<file path="src/hdl/lkw_pkg.sv">
`default_nettype none

package lkw_pkg;

   localparam int unsigned LKW_QUEUE_DEPTH = 2;
   localparam int unsigned CSR_ADDR_WIDTH = 5;
   localparam int unsigned CSR_DATA_WIDTH = 32;

   localparam logic [3:0] PROBE_LIMIT_RESET = 4'd3;
   localparam logic [7:0] STALL_LIMIT_RESET = 8'd15;

   typedef enum logic [1:0] {
      CMD_TICK  = 2'd0,
      CMD_FRAME = 2'd1,
      CMD_DISC  = 2'd2,
      CMD_NONE  = 2'd3
   } cmd_type;

   typedef enum logic [2:0] {
      WHY_NONE       = 3'd0,
      WHY_INCOMPLETE = 3'd1,
      WHY_FOREIGN    = 3'd2,
      WHY_REJECTED   = 3'd3,
      WHY_STALLED    = 3'd4,
      WHY_TIMEOUT    = 3'd5,
      WHY_DISCONNECT = 3'd6
   } why_type;

   typedef enum logic [2:0] {
      REG_PROBE_CODE     = 3'd0,
      REG_ACK_CODE       = 3'd1,
      REG_PAYLOAD_CODE_A = 3'd2,
      REG_PAYLOAD_CODE_B = 3'd3,
      REG_PAYLOAD_CODE_C = 3'd4,
      REG_PAYLOAD_CODE_D = 3'd5,
      REG_PROBE_LIMIT    = 3'd6,
      REG_STALL_LIMIT    = 3'd7
   } reg_index_type;

   typedef struct packed {
      logic [31:0] probe_code;
      logic [31:0] ack_code;
      logic [31:0] payload_code_a;
      logic [31:0] payload_code_b;
      logic [31:0] payload_code_c;
      logic [31:0] payload_code_d;
   } codes_type;

   typedef struct packed {
      logic [3:0] probe_limit;
      logic [7:0] stall_limit;
   } limits_type;

   typedef struct packed {
      cmd_type     cmd;
      logic        frame_ack;
      why_type     frame_why;
      logic        paused;
      logic [31:0] backlog;
      logic [63:0] written;
      logic [63:0] received;
   } item_type;

   typedef struct packed {
      logic    send_probe;
      logic    send_ack;
      logic    failed_now;
      why_type fail_reason;
      logic    link_active;
   } result_type;

endpackage

`default_nettype wire

</file>
<file path="src/hdl/lkw_front.sv">
`default_nettype none

module lkw_front (
   input  wire logic [1:0]        req_cmd,
   input  wire logic [31:0]       req_frame_code,
   input  wire logic              req_code_complete,
   input  wire logic              req_handler_accepted,
   input  wire logic              req_input_paused,
   input  wire logic [31:0]       req_buffered_output,
   input  wire logic [63:0]       req_bytes_written,
   input  wire logic [63:0]       req_bytes_received,
   input  wire logic              req_valid,
   output logic                   req_ready,
   input  wire lkw_pkg::codes_type codes,
   input  wire logic              push_ready,
   output logic                   push,
   output lkw_pkg::item_type      push_item
);
   import lkw_pkg::*;

   logic is_payload;

   assign is_payload = (req_frame_code == codes.payload_code_a) ||
                       (req_frame_code == codes.payload_code_b) ||
                       (req_frame_code == codes.payload_code_c) ||
                       (req_frame_code == codes.payload_code_d);

   assign req_ready = push_ready;
   assign push      = req_valid && push_ready;

   always_comb begin
      push_item           = '0;
      push_item.cmd       = cmd_type'(req_cmd);
      push_item.paused    = req_input_paused;
      push_item.backlog   = req_buffered_output;
      push_item.written   = req_bytes_written;
      push_item.received  = req_bytes_received;
      push_item.frame_ack = 1'b0;
      push_item.frame_why = WHY_NONE;
      priority if (!req_code_complete) begin
         push_item.frame_why = WHY_INCOMPLETE;
      end else if (req_frame_code == codes.probe_code) begin
         push_item.frame_ack = 1'b1;
      end else if (req_frame_code == codes.ack_code) begin
         push_item.frame_why = WHY_NONE;
      end else if (!is_payload) begin
         push_item.frame_why = WHY_FOREIGN;
      end else if (!req_handler_accepted) begin
         push_item.frame_why = WHY_REJECTED;
      end else begin
         push_item.frame_why = WHY_NONE;
      end
   end

endmodule

`default_nettype wire

</file>
<file path="src/hdl/lkw_queue.sv">
`default_nettype none

module lkw_queue #(
   parameter int unsigned Depth = lkw_pkg::LKW_QUEUE_DEPTH
) (
   input  wire logic              clock,
   input  wire logic              reset,
   input  wire logic              push,
   input  wire lkw_pkg::item_type push_item,
   output logic                   push_ready,
   input  wire logic              pop,
   output lkw_pkg::item_type      pop_item,
   output logic                   pop_valid
);
   import lkw_pkg::*;

   localparam int unsigned PtrWidth = (Depth > 1) ? $clog2(Depth) : 1;
   localparam int unsigned CntWidth = $clog2(Depth + 1);
   localparam logic [PtrWidth-1:0] LastPtr = PtrWidth'(Depth - 1);
   localparam logic [CntWidth-1:0] FullCnt = CntWidth'(Depth);

   item_type            entries_ff [Depth];
   logic [PtrWidth-1:0] wr_ptr_ff, wr_ptr_in;
   logic [PtrWidth-1:0] rd_ptr_ff, rd_ptr_in;
   logic [CntWidth-1:0] count_ff, count_in;

   assign push_ready = (count_ff != FullCnt);
   assign pop_valid  = (count_ff != '0);
   assign pop_item   = entries_ff[rd_ptr_ff];

   always_comb begin
      wr_ptr_in = wr_ptr_ff;
      rd_ptr_in = rd_ptr_ff;
      if (push) begin
         wr_ptr_in = (wr_ptr_ff == LastPtr) ? '0 : wr_ptr_ff + 1'b1;
      end
      if (pop) begin
         rd_ptr_in = (rd_ptr_ff == LastPtr) ? '0 : rd_ptr_ff + 1'b1;
      end
      unique case ({push, pop})
         2'b10:   count_in = count_ff + 1'b1;
         2'b01:   count_in = count_ff - 1'b1;
         default: count_in = count_ff;
      endcase
   end

   always_ff @(posedge clock) begin
      if (reset) begin
         wr_ptr_ff <= '0;
         rd_ptr_ff <= '0;
         count_ff  <= '0;
      end else begin
         wr_ptr_ff <= wr_ptr_in;
         rd_ptr_ff <= rd_ptr_in;
         count_ff  <= count_in;
      end
   end

   always_ff @(posedge clock) begin
      if (push) begin
         entries_ff[wr_ptr_ff] <= push_item;
      end
   end

endmodule

`default_nettype wire

</file>
<file path="src/hdl/lkw_back.sv">
`default_nettype none

module lkw_back (
   input  wire logic               clock,
   input  wire logic               reset,
   input  wire lkw_pkg::limits_type limits,
   input  wire logic               pop_valid,
   input  wire lkw_pkg::item_type  pop_item,
   output logic                    pop,
   output logic                    rsp_valid,
   input  wire logic               rsp_ready,
   output lkw_pkg::result_type     rsp_result
);
   import lkw_pkg::*;

   logic        active_ff, active_in;
   logic [3:0]  probes_ff, probes_in;
   logic [7:0]  stalled_ff, stalled_in;
   logic        frame_seen_ff, frame_seen_in;
   logic [31:0] last_backlog_ff, last_backlog_in;
   logic [63:0] last_written_ff, last_written_in;
   logic [63:0] last_received_ff, last_received_in;
   logic        rsp_valid_ff, rsp_valid_in;
   result_type  rsp_result_ff, rsp_result_in;

   why_type     why;
   logic        probe;
   logic        ack;
   logic        out_prog;
   logic        seen_backlog;
   logic        wr_prog;
   logic        in_prog;
   logic        started;
   logic        progress;
   logic [7:0]  stalled_inc;

   assign pop        = pop_valid && (!rsp_valid_ff || rsp_ready);
   assign rsp_valid  = rsp_valid_ff;
   assign rsp_result = rsp_result_ff;

   assign out_prog     = (last_backlog_ff != '0) && (pop_item.backlog < last_backlog_ff);
   assign seen_backlog = (last_backlog_ff != '0) || (pop_item.backlog != '0);
   assign wr_prog      = seen_backlog && (pop_item.written > last_written_ff);
   assign in_prog      = pop_item.received > last_received_ff;
   assign started      = (last_backlog_ff == '0) && (pop_item.backlog != '0);
   assign progress     = frame_seen_ff || in_prog || out_prog || wr_prog;
   assign stalled_inc  = stalled_ff + 8'd1;

   always_comb begin
      active_in        = active_ff;
      probes_in        = probes_ff;
      stalled_in       = stalled_ff;
      frame_seen_in    = frame_seen_ff;
      last_backlog_in  = last_backlog_ff;
      last_written_in  = last_written_ff;
      last_received_in = last_received_ff;
      why              = WHY_NONE;
      probe            = 1'b0;
      ack              = 1'b0;
      if (active_ff && pop_valid) begin
         unique case (pop_item.cmd)
            CMD_TICK: begin
               frame_seen_in    = 1'b0;
               last_backlog_in  = pop_item.backlog;
               last_written_in  = pop_item.written;
               last_received_in = pop_item.received;
               priority if (pop_item.paused) begin
                  probes_in  = '0;
                  stalled_in = '0;
                  probe      = 1'b1;
               end else if (progress) begin
                  probes_in  = '0;
                  stalled_in = '0;
               end else if (pop_item.backlog != '0) begin
                  probes_in = '0;
                  if (started) begin
                     stalled_in = '0;
                  end else begin
                     stalled_in = stalled_inc;
                     if (stalled_inc >= limits.stall_limit) begin
                        why = WHY_STALLED;
                     end
                  end
               end else begin
                  stalled_in = '0;
                  if (probes_ff >= limits.probe_limit) begin
                     why = WHY_TIMEOUT;
                  end else begin
                     probes_in = probes_ff + 4'd1;
                     probe     = 1'b1;
                  end
               end
            end
            CMD_FRAME: begin
               why = pop_item.frame_why;
               if (pop_item.frame_why == WHY_NONE) begin
                  probes_in     = '0;
                  stalled_in    = '0;
                  frame_seen_in = 1'b1;
                  ack           = pop_item.frame_ack;
               end
            end
            CMD_DISC: begin
               why = WHY_DISCONNECT;
            end
            CMD_NONE: begin
               why = WHY_NONE;
            end
         endcase
         if (why != WHY_NONE) begin
            active_in = 1'b0;
         end
      end
      rsp_result_in.send_probe  = probe;
      rsp_result_in.send_ack    = ack;
      rsp_result_in.failed_now  = (why != WHY_NONE);
      rsp_result_in.fail_reason = why;
      rsp_result_in.link_active = active_in;
      rsp_valid_in = pop ? 1'b1 : (rsp_ready ? 1'b0 : rsp_valid_ff);
   end

   always_ff @(posedge clock) begin
      if (reset) begin
         active_ff        <= 1'b1;
         probes_ff        <= '0;
         stalled_ff       <= '0;
         frame_seen_ff    <= 1'b0;
         last_backlog_ff  <= '0;
         last_written_ff  <= '0;
         last_received_ff <= '0;
         rsp_valid_ff     <= 1'b0;
      end else begin
         rsp_valid_ff <= rsp_valid_in;
         if (pop) begin
            active_ff        <= active_in;
            probes_ff        <= probes_in;
            stalled_ff       <= stalled_in;
            frame_seen_ff    <= frame_seen_in;
            last_backlog_ff  <= last_backlog_in;
            last_written_ff  <= last_written_in;
            last_received_ff <= last_received_in;
         end
      end
   end

   always_ff @(posedge clock) begin
      if (pop) begin
         rsp_result_ff <= rsp_result_in;
      end
   end

   a_closed_stays_closed: assert property (@(posedge clock) disable iff (reset)
      !active_ff |=> !active_ff)
      else $error("closed link reopened");

   a_fail_flag_matches_reason: assert property (@(posedge clock) disable iff (reset)
      rsp_valid_ff |-> (rsp_result_ff.failed_now == (rsp_result_ff.fail_reason != WHY_NONE)))
      else $error("failure flag disagrees with reason");

   a_fail_closes_link: assert property (@(posedge clock) disable iff (reset)
      rsp_valid_ff && rsp_result_ff.failed_now |-> !rsp_result_ff.link_active && !active_ff)
      else $error("failure left link open");

   a_probe_ack_exclusive: assert property (@(posedge clock) disable iff (reset)
      rsp_valid_ff |-> !(rsp_result_ff.send_probe && rsp_result_ff.send_ack))
      else $error("probe and ack in one word");

   a_pop_needs_entry: assert property (@(posedge clock) disable iff (reset)
      pop |-> pop_valid)
      else $error("pop from empty queue");

endmodule

`default_nettype wire

</file>
<file path="src/hdl/link_keepalive_watchdog.sv">
`default_nettype none

// Keepalive watchdog for a bulk data link. Every input word (tick, received frame,
// disconnect or none) yields exactly one result word, at a sustained rate of one word per
// clock while rsp_ready stays high. An accepted word goes into the small queue between the
// classifier and the state unit and, once popped, into the result register at the rsp port;
// the queue depth (QueueDepth) sets how long the result side may stall before req_ready
// drops. Frame codes are compared against the programmed codes on entry, ticks are judged
// against the stored counters by the state unit (64-bit byte counts, 32-bit backlog).
// Program the registers over the csr port only while no word is in flight.

module link_keepalive_watchdog #(
   parameter int unsigned QueueDepth = lkw_pkg::LKW_QUEUE_DEPTH
) (
   input  wire logic                               clock,
   input  wire logic                               reset,
   input  wire logic                               req_valid,
   output logic                                    req_ready,
   input  wire logic [1:0]                         req_cmd,
   input  wire logic [31:0]                        req_frame_code,
   input  wire logic                               req_code_complete,
   input  wire logic                               req_handler_accepted,
   input  wire logic                               req_input_paused,
   input  wire logic [31:0]                        req_buffered_output,
   input  wire logic [63:0]                        req_bytes_written,
   input  wire logic [63:0]                        req_bytes_received,
   output logic                                    rsp_valid,
   input  wire logic                               rsp_ready,
   output logic                                    rsp_send_probe,
   output logic                                    rsp_send_ack,
   output logic                                    rsp_failed_now,
   output logic [2:0]                              rsp_fail_reason,
   output logic                                    rsp_link_active,
   input  wire logic                               csr_psel,
   input  wire logic                               csr_penable,
   input  wire logic                               csr_pwrite,
   input  wire logic [lkw_pkg::CSR_ADDR_WIDTH-1:0] csr_paddr,
   input  wire logic [lkw_pkg::CSR_DATA_WIDTH-1:0] csr_pwdata,
   output logic [lkw_pkg::CSR_DATA_WIDTH-1:0]      csr_prdata,
   output logic                                    csr_pready
);
   import lkw_pkg::*;

   codes_type     codes_ff;
   limits_type    limits_ff;
   logic          csr_write;
   reg_index_type csr_index;

   logic          push;
   logic          push_ready;
   item_type      push_item;
   logic          pop;
   logic          pop_valid;
   item_type      pop_item;
   result_type    rsp_result;

   assign csr_pready = 1'b1;
   assign csr_write  = csr_psel && csr_penable && csr_pwrite && csr_pready;
   assign csr_index  = reg_index_type'(csr_paddr[CSR_ADDR_WIDTH-1:2]);

   always_ff @(posedge clock) begin
      if (reset) begin
         codes_ff              <= '0;
         limits_ff.probe_limit <= PROBE_LIMIT_RESET;
         limits_ff.stall_limit <= STALL_LIMIT_RESET;
      end else if (csr_write) begin
         unique case (csr_index)
            REG_PROBE_CODE:     codes_ff.probe_code     <= csr_pwdata;
            REG_ACK_CODE:       codes_ff.ack_code       <= csr_pwdata;
            REG_PAYLOAD_CODE_A: codes_ff.payload_code_a <= csr_pwdata;
            REG_PAYLOAD_CODE_B: codes_ff.payload_code_b <= csr_pwdata;
            REG_PAYLOAD_CODE_C: codes_ff.payload_code_c <= csr_pwdata;
            REG_PAYLOAD_CODE_D: codes_ff.payload_code_d <= csr_pwdata;
            REG_PROBE_LIMIT:    limits_ff.probe_limit   <= csr_pwdata[3:0];
            REG_STALL_LIMIT:    limits_ff.stall_limit   <= csr_pwdata[7:0];
         endcase
      end
   end

   always_comb begin
      unique case (csr_index)
         REG_PROBE_CODE:     csr_prdata = codes_ff.probe_code;
         REG_ACK_CODE:       csr_prdata = codes_ff.ack_code;
         REG_PAYLOAD_CODE_A: csr_prdata = codes_ff.payload_code_a;
         REG_PAYLOAD_CODE_B: csr_prdata = codes_ff.payload_code_b;
         REG_PAYLOAD_CODE_C: csr_prdata = codes_ff.payload_code_c;
         REG_PAYLOAD_CODE_D: csr_prdata = codes_ff.payload_code_d;
         REG_PROBE_LIMIT:    csr_prdata = {28'd0, limits_ff.probe_limit};
         REG_STALL_LIMIT:    csr_prdata = {24'd0, limits_ff.stall_limit};
      endcase
   end

   lkw_front u_front (
      .req_cmd              (req_cmd),
      .req_frame_code       (req_frame_code),
      .req_code_complete    (req_code_complete),
      .req_handler_accepted (req_handler_accepted),
      .req_input_paused     (req_input_paused),
      .req_buffered_output  (req_buffered_output),
      .req_bytes_written    (req_bytes_written),
      .req_bytes_received   (req_bytes_received),
      .req_valid            (req_valid),
      .req_ready            (req_ready),
      .codes                (codes_ff),
      .push_ready           (push_ready),
      .push                 (push),
      .push_item            (push_item)
   );

   lkw_queue #(
      .Depth (QueueDepth)
   ) u_queue (
      .clock      (clock),
      .reset      (reset),
      .push       (push),
      .push_item  (push_item),
      .push_ready (push_ready),
      .pop        (pop),
      .pop_item   (pop_item),
      .pop_valid  (pop_valid)
   );

   lkw_back u_back (
      .clock      (clock),
      .reset      (reset),
      .limits     (limits_ff),
      .pop_valid  (pop_valid),
      .pop_item   (pop_item),
      .pop        (pop),
      .rsp_valid  (rsp_valid),
      .rsp_ready  (rsp_ready),
      .rsp_result (rsp_result)
   );

   assign rsp_send_probe  = rsp_result.send_probe;
   assign rsp_send_ack    = rsp_result.send_ack;
   assign rsp_failed_now  = rsp_result.failed_now;
   assign rsp_fail_reason = rsp_result.fail_reason;
   assign rsp_link_active = rsp_result.link_active;

endmodule

`default_nettype wire

</file>
<file path="config.mk">
export PLATFORM = sky130hd
export DESIGN_NAME = link_keepalive_watchdog
export DESIGN_NICKNAME = d
export VERILOG_FILES = /design/src/hdl/lkw_pkg.sv /design/src/hdl/lkw_front.sv /design/src/hdl/lkw_queue.sv /design/src/hdl/lkw_back.sv /design/src/hdl/link_keepalive_watchdog.sv
export SDC_FILE = /design/constraint.sdc
export NUM_CORES = 1
export LEC_CHECK = 0
export BUFFER_PORTS_ARGS = -buffer_cell sky130_fd_sc_hd__buf_2
export CORE_MARGIN = 2
export CORE_UTILIZATION = 60
export CTS_CLUSTER_SIZE = 10
export DETAILED_ROUTE_END_ITERATION = 7
export GPL_TIMING_DRIVEN = 0
export PLACE_DENSITY = 0.8
export RECOVER_POWER = 25
export SLEW_MARGIN = 20
export SYNTH_ARGS = -nofsm -noshare
export SYNTH_HDL_FRONTEND = slang
export SYNTH_HIERARCHICAL = 1
export SYNTH_SLANG_ARGS = --single-unit
export TNS_END_PERCENT = 5
</file>
<file path="constraint.sdc">
create_clock -name clock -period 20.9 [get_ports clock]
set_clock_uncertainty 0.15 [all_clocks]
set_input_delay 4.18 -clock clock [delete_from_list [all_inputs] [get_ports clock]]
set_output_delay 4.18 -clock clock [all_outputs]
set_load 0.02 [all_outputs]
</file>
==> reports/qor.csv <==
stage;metric;value;unit
place;worst-case setup slack after placement;10.21;ns
yosys;top cells by area, synth;sky130_fd_sc_hd__edfxtp_1 (28%), sky130_fd_sc_hd__dfxtp_1 (21%), sky130_fd_sc_hd__nand2_1 (8.2%);
finish;most common library cell in the layout ignoring fill and taps;sky130_fd_sc_hd__nand2_1;
die;num rows;90;
route;average wire per standard cell;23.0;um
timing;final slew viol count;0;
finish;Area Growth Syn to Fin;10.7;%
power_and_ir_drop;standby leakage power;14.8;nW
worst_setup_path;CP required;16.57;ns
global_routing;antenna violations before repair;17;
finish;commonest cells after routing, fill and taps aside;sky130_fd_sc_hd__nand2_1 (787), sky130_fd_sc_hd__a21oi_1 (428), sky130_fd_sc_hd__dfxtp_1 (384), sky130_fd_sc_hd__edfxtp_1 (341), sky130_fd_sc_hd__clkbuf_1 (222);
timing;Final Cycle Share;0.517;
timing;max-slew headroom at the worst pin;0.227;
route;violation count after the first detailed-route iteration;2670;
yosys;Synth Net Count;4032;
cts;Resize count post-CTS;0;
finish;fraction of final layout cells sized beyond drive strength 1;0.155;
global_routing;sum of overflow across all layers after global routing;0;
yosys;top flip-flop cell by instance count after synthesis;sky130_fd_sc_hd__dfxtp_1;
cts;TritonCTS buffer count;84;
yosys;sequential element share of the synthesized area;0.495;
global_routing;via count of the first global-routing pass;26700;
flow_run;total of max-cap violations;0;
worst_setup_path;library cell contributing the largest single delay on the critical path;sky130_fd_sc_hd__clkbuf_1;
place;IO buf count;80;
cts;CTS Root Buffer Type;sky130_fd_sc_hd__clkbuf_16;
global_routing;Total GRT Usage;0.339;
yosys;number of standard cells after synthesis;3617;
timing;setup repair after global routing missed its margin;no;
worst_setup_path;critical path endpoint category;primary output;
global_routing;pin count of the biggest net entering global routing;52;
finish;number of nets at the end of the flow;4208;
die;# IOs;283;
cts;clock input transition at the sequential cells of the worst setup and hold paths;0.05;ns
worst_setup_path;CP arrival;6.48;ns
power_and_ir_drop;total power density per cell area;109;nW/um^2
yosys;proportion of synthesized flip-flops having asynchronous set or reset;0;
worst_setup_path;startpoint kind of the worst setup timing path;input port;
worst_setup_path;Worst Path Class, Setup;input port to primary output;
timing;actual slew at the worst max-slew pin;1.15;ns
cts;CTS max path bufs;3;
yosys;Yosys Warn Count;6;
finish;total non-filler cell area in the finished layout;40100;sq um
worst_hold_path;class of the most critical hold timing path;register to register;
status;result of the run;finished, final reports clean;
cts;buffers inserted by post-CTS timing repair;0;
cts;later-pin clock latency in the skew report;0.62;ns
worst_setup_path;list of cells traversed by the critical path;buf_2 > inv_2 > clkbuf_1 > clkbuf_1 > a222oi_1 > nor2_1 > buf_2;
timing;endpoints failing setup;0;
place;final RePlAce weighted congestion;1.09;
cts;CTS sink count;725;
timing;fin worst setup slack;10.09;ns
worst_setup_path;Worst path max stage delay;0.75;ns
worst_setup_path;gate family responsible for the most delay along the worst path;buffers and inverters;
yosys;count of flip-flops with a built-in enable after synthesis;341;
place;Post-DP HPWL;79100;um
cts;clock tree from TritonCTS;built;
route;post-detailed-routing wire length;107000;um
place;Post-Place Cell Area;37900;sq um
die;horizontal extent of the die;250;um
die;Die Ht;250;um
route;DR vias;27400;
yosys;number of library cell types mapped by synthesis;85;
die;effective utilization at floorplan;0.604;
power_and_ir_drop;Peak supply drop;0.0743;mV
yosys;share of Yosys cell area claimed by the top area cell type;0.283;
yosys;area of the mapped netlist;36200;sq um
route;number of design rule violations left after detail routing;0;
die;die area;62400;sq um
worst_setup_path;number of buffer and inverter stages on the critical path;5;
timing;final hold viol count;0;
worst_setup_path;critical path peak fanout;10;
route;average via count per standard cell;5.91;
cts;CTS H-tree depth;3;
timing;Final Critical Period;10.81;ns
yosys;Synth area leader;sky130_fd_sc_hd__edfxtp_1;
route;antenna-violating nets left;0;
timing;Setup Total Neg Slack;0;ns
yosys;synthesized flop and latch total;725;
yosys;Avg Inst Size Synth;10.0;sq um
die;Std-Cell Core Area;60000;sq um
global_routing;first-pass GRT wire length;159000;um
route;DR pass1 iterations;6;
timing;upper clock frequency limit;92.5;MHz
cts;Post-CTS Hold Buffers;0;
## cell usage after synthesis, types with 7 or more instances
cell type,instances
sky130_fd_sc_hd__xnor2_1,29
sky130_fd_sc_hd__and4_1,9
sky130_fd_sc_hd__a221oi_1,7
sky130_fd_sc_hd__a21oi_1,428
sky130_fd_sc_hd__inv_1,186
sky130_fd_sc_hd__o21ai_0,47
sky130_fd_sc_hd__edfxtp_1,341
sky130_fd_sc_hd__nor2b_1,34
sky130_fd_sc_hd__clkbuf_1,98
sky130_fd_sc_hd__ha_1,174
sky130_fd_sc_hd__buf_6,28
sky130_fd_sc_hd__mux2i_1,18
sky130_fd_sc_hd__nand3_1,25
sky130_fd_sc_hd__nand4_1,47
sky130_fd_sc_hd__xor2_1,171
sky130_fd_sc_hd__a222oi_1,20
sky130_fd_sc_hd__nor2_1,93
sky130_fd_sc_hd__nand2b_1,9
sky130_fd_sc_hd__nor4_1,62
sky130_fd_sc_hd__a22o_1,12
sky130_fd_sc_hd__nand2_1,787
sky130_fd_sc_hd__dfxtp_1,384
sky130_fd_sc_hd__mux2_4,113
sky130_fd_sc_hd__o2bb2ai_1,22
sky130_fd_sc_hd__mux2_2,61
sky130_fd_sc_hd__a21o_1,21
sky130_fd_sc_hd__nor3_1,16
sky130_fd_sc_hd__buf_2,71
sky130_fd_sc_hd__or2_2,9
sky130_fd_sc_hd__buf_4,175
## report_power, final
part | total [W] | internal [W] | switching (W)
sequential | 0.00172 | 0.00166 | 0.0000559
clock | 0.00135 | 0.000791 | 0.000562
combinational | 0.00129 | 0.000543 | 0.000751
## area by class of cell
type,instances,area (sq um)
sequential,725,17900
clock inverter,4,60.1
timing repair buffer,90,631
tap,782,978
fill,4714,19900
buffer,375,2110
inverter,188,706
multi-input combinational,2329,15200
antenna,8,20.0
clock buffer,146,2450
## kinds of logic (layout without fill, tap and decap cells)
kind of cell,count (synthesis),in the layout,synth area share
flops,725,725,0.495
xor+xnor,200,200,0.0483
other cells,2,10,0.000207
fa+ha+maj,174,174,0.0601
buf+inv,563,803,0.0850
mux,195,195,0.0726
compound gates,623,623,0.101
simple gates,1135,1135,0.138
## tightest hold or removal path, delay by kind of cell (launching register included)
kind,cells,cell delay [ns]
flops,1,0.30
simple gates,1,0.05
compound gates,1,0.05
## worst paths after layout
path / slack, ns / cells after the start / startpoint / endpoint
worst max-delay path: 10.09 / 7 / csr_paddr[4] / csr_prdata[8]
worst min-delay path: 0.30 / 2 / u_back/last_received_ff[18] / u_back/last_received_ff[18]
worst max register to register: 16.45 / 15 / register / u_back/active_ff
worst min register to register: 0.30 / 2 / u_back/last_received_ff[18] / u_back/last_received_ff[18]
## sequential cells by signal (all words and copies together) (netlist names), named ones only
register                 cells
u_back/last_backlog_ff      32
u_queue/count_ff             2
u_queue/wr_ptr_ff            1
limits_ff                   12
codes_ff                   192
u_back/probes_ff             4
u_queue/entries_ff         334
u_back/rsp_result            7
u_back/frame_seen_ff         1
u_back/rsp_valid             1
u_back/last_written_ff      64
u_queue/rd_ptr_ff            1
u_back/stalled_ff            8
u_back/last_received_ff     64
u_back/active_ff             1
## routing by layer
layer | wire length, um | track usage | vias up
met4 | 5720 | 0.166 | 16
met3 | 9520 | 0.0720 | 317
met1 | 43300 | 0.442 | 13100
met2 | 48300 | 0.537 | 1319
met5 | 106 | 0 | -
li1 | - | - | 12700
## through the flow
stage                util  instances  total power (W)  hold slack (ns)
global placement    0.627       4479          0.00300            0.291
finish              0.669       4647          0.00436            0.303
global route        0.668       4646          0.00457            0.316
floorplan               -       3617          0.00268            0.280
CTS                 0.673       4639          0.00438            0.304
detailed placement  0.631       4489          0.00302            0.296
No activity file was read; power rests on OpenSTA's default activity.
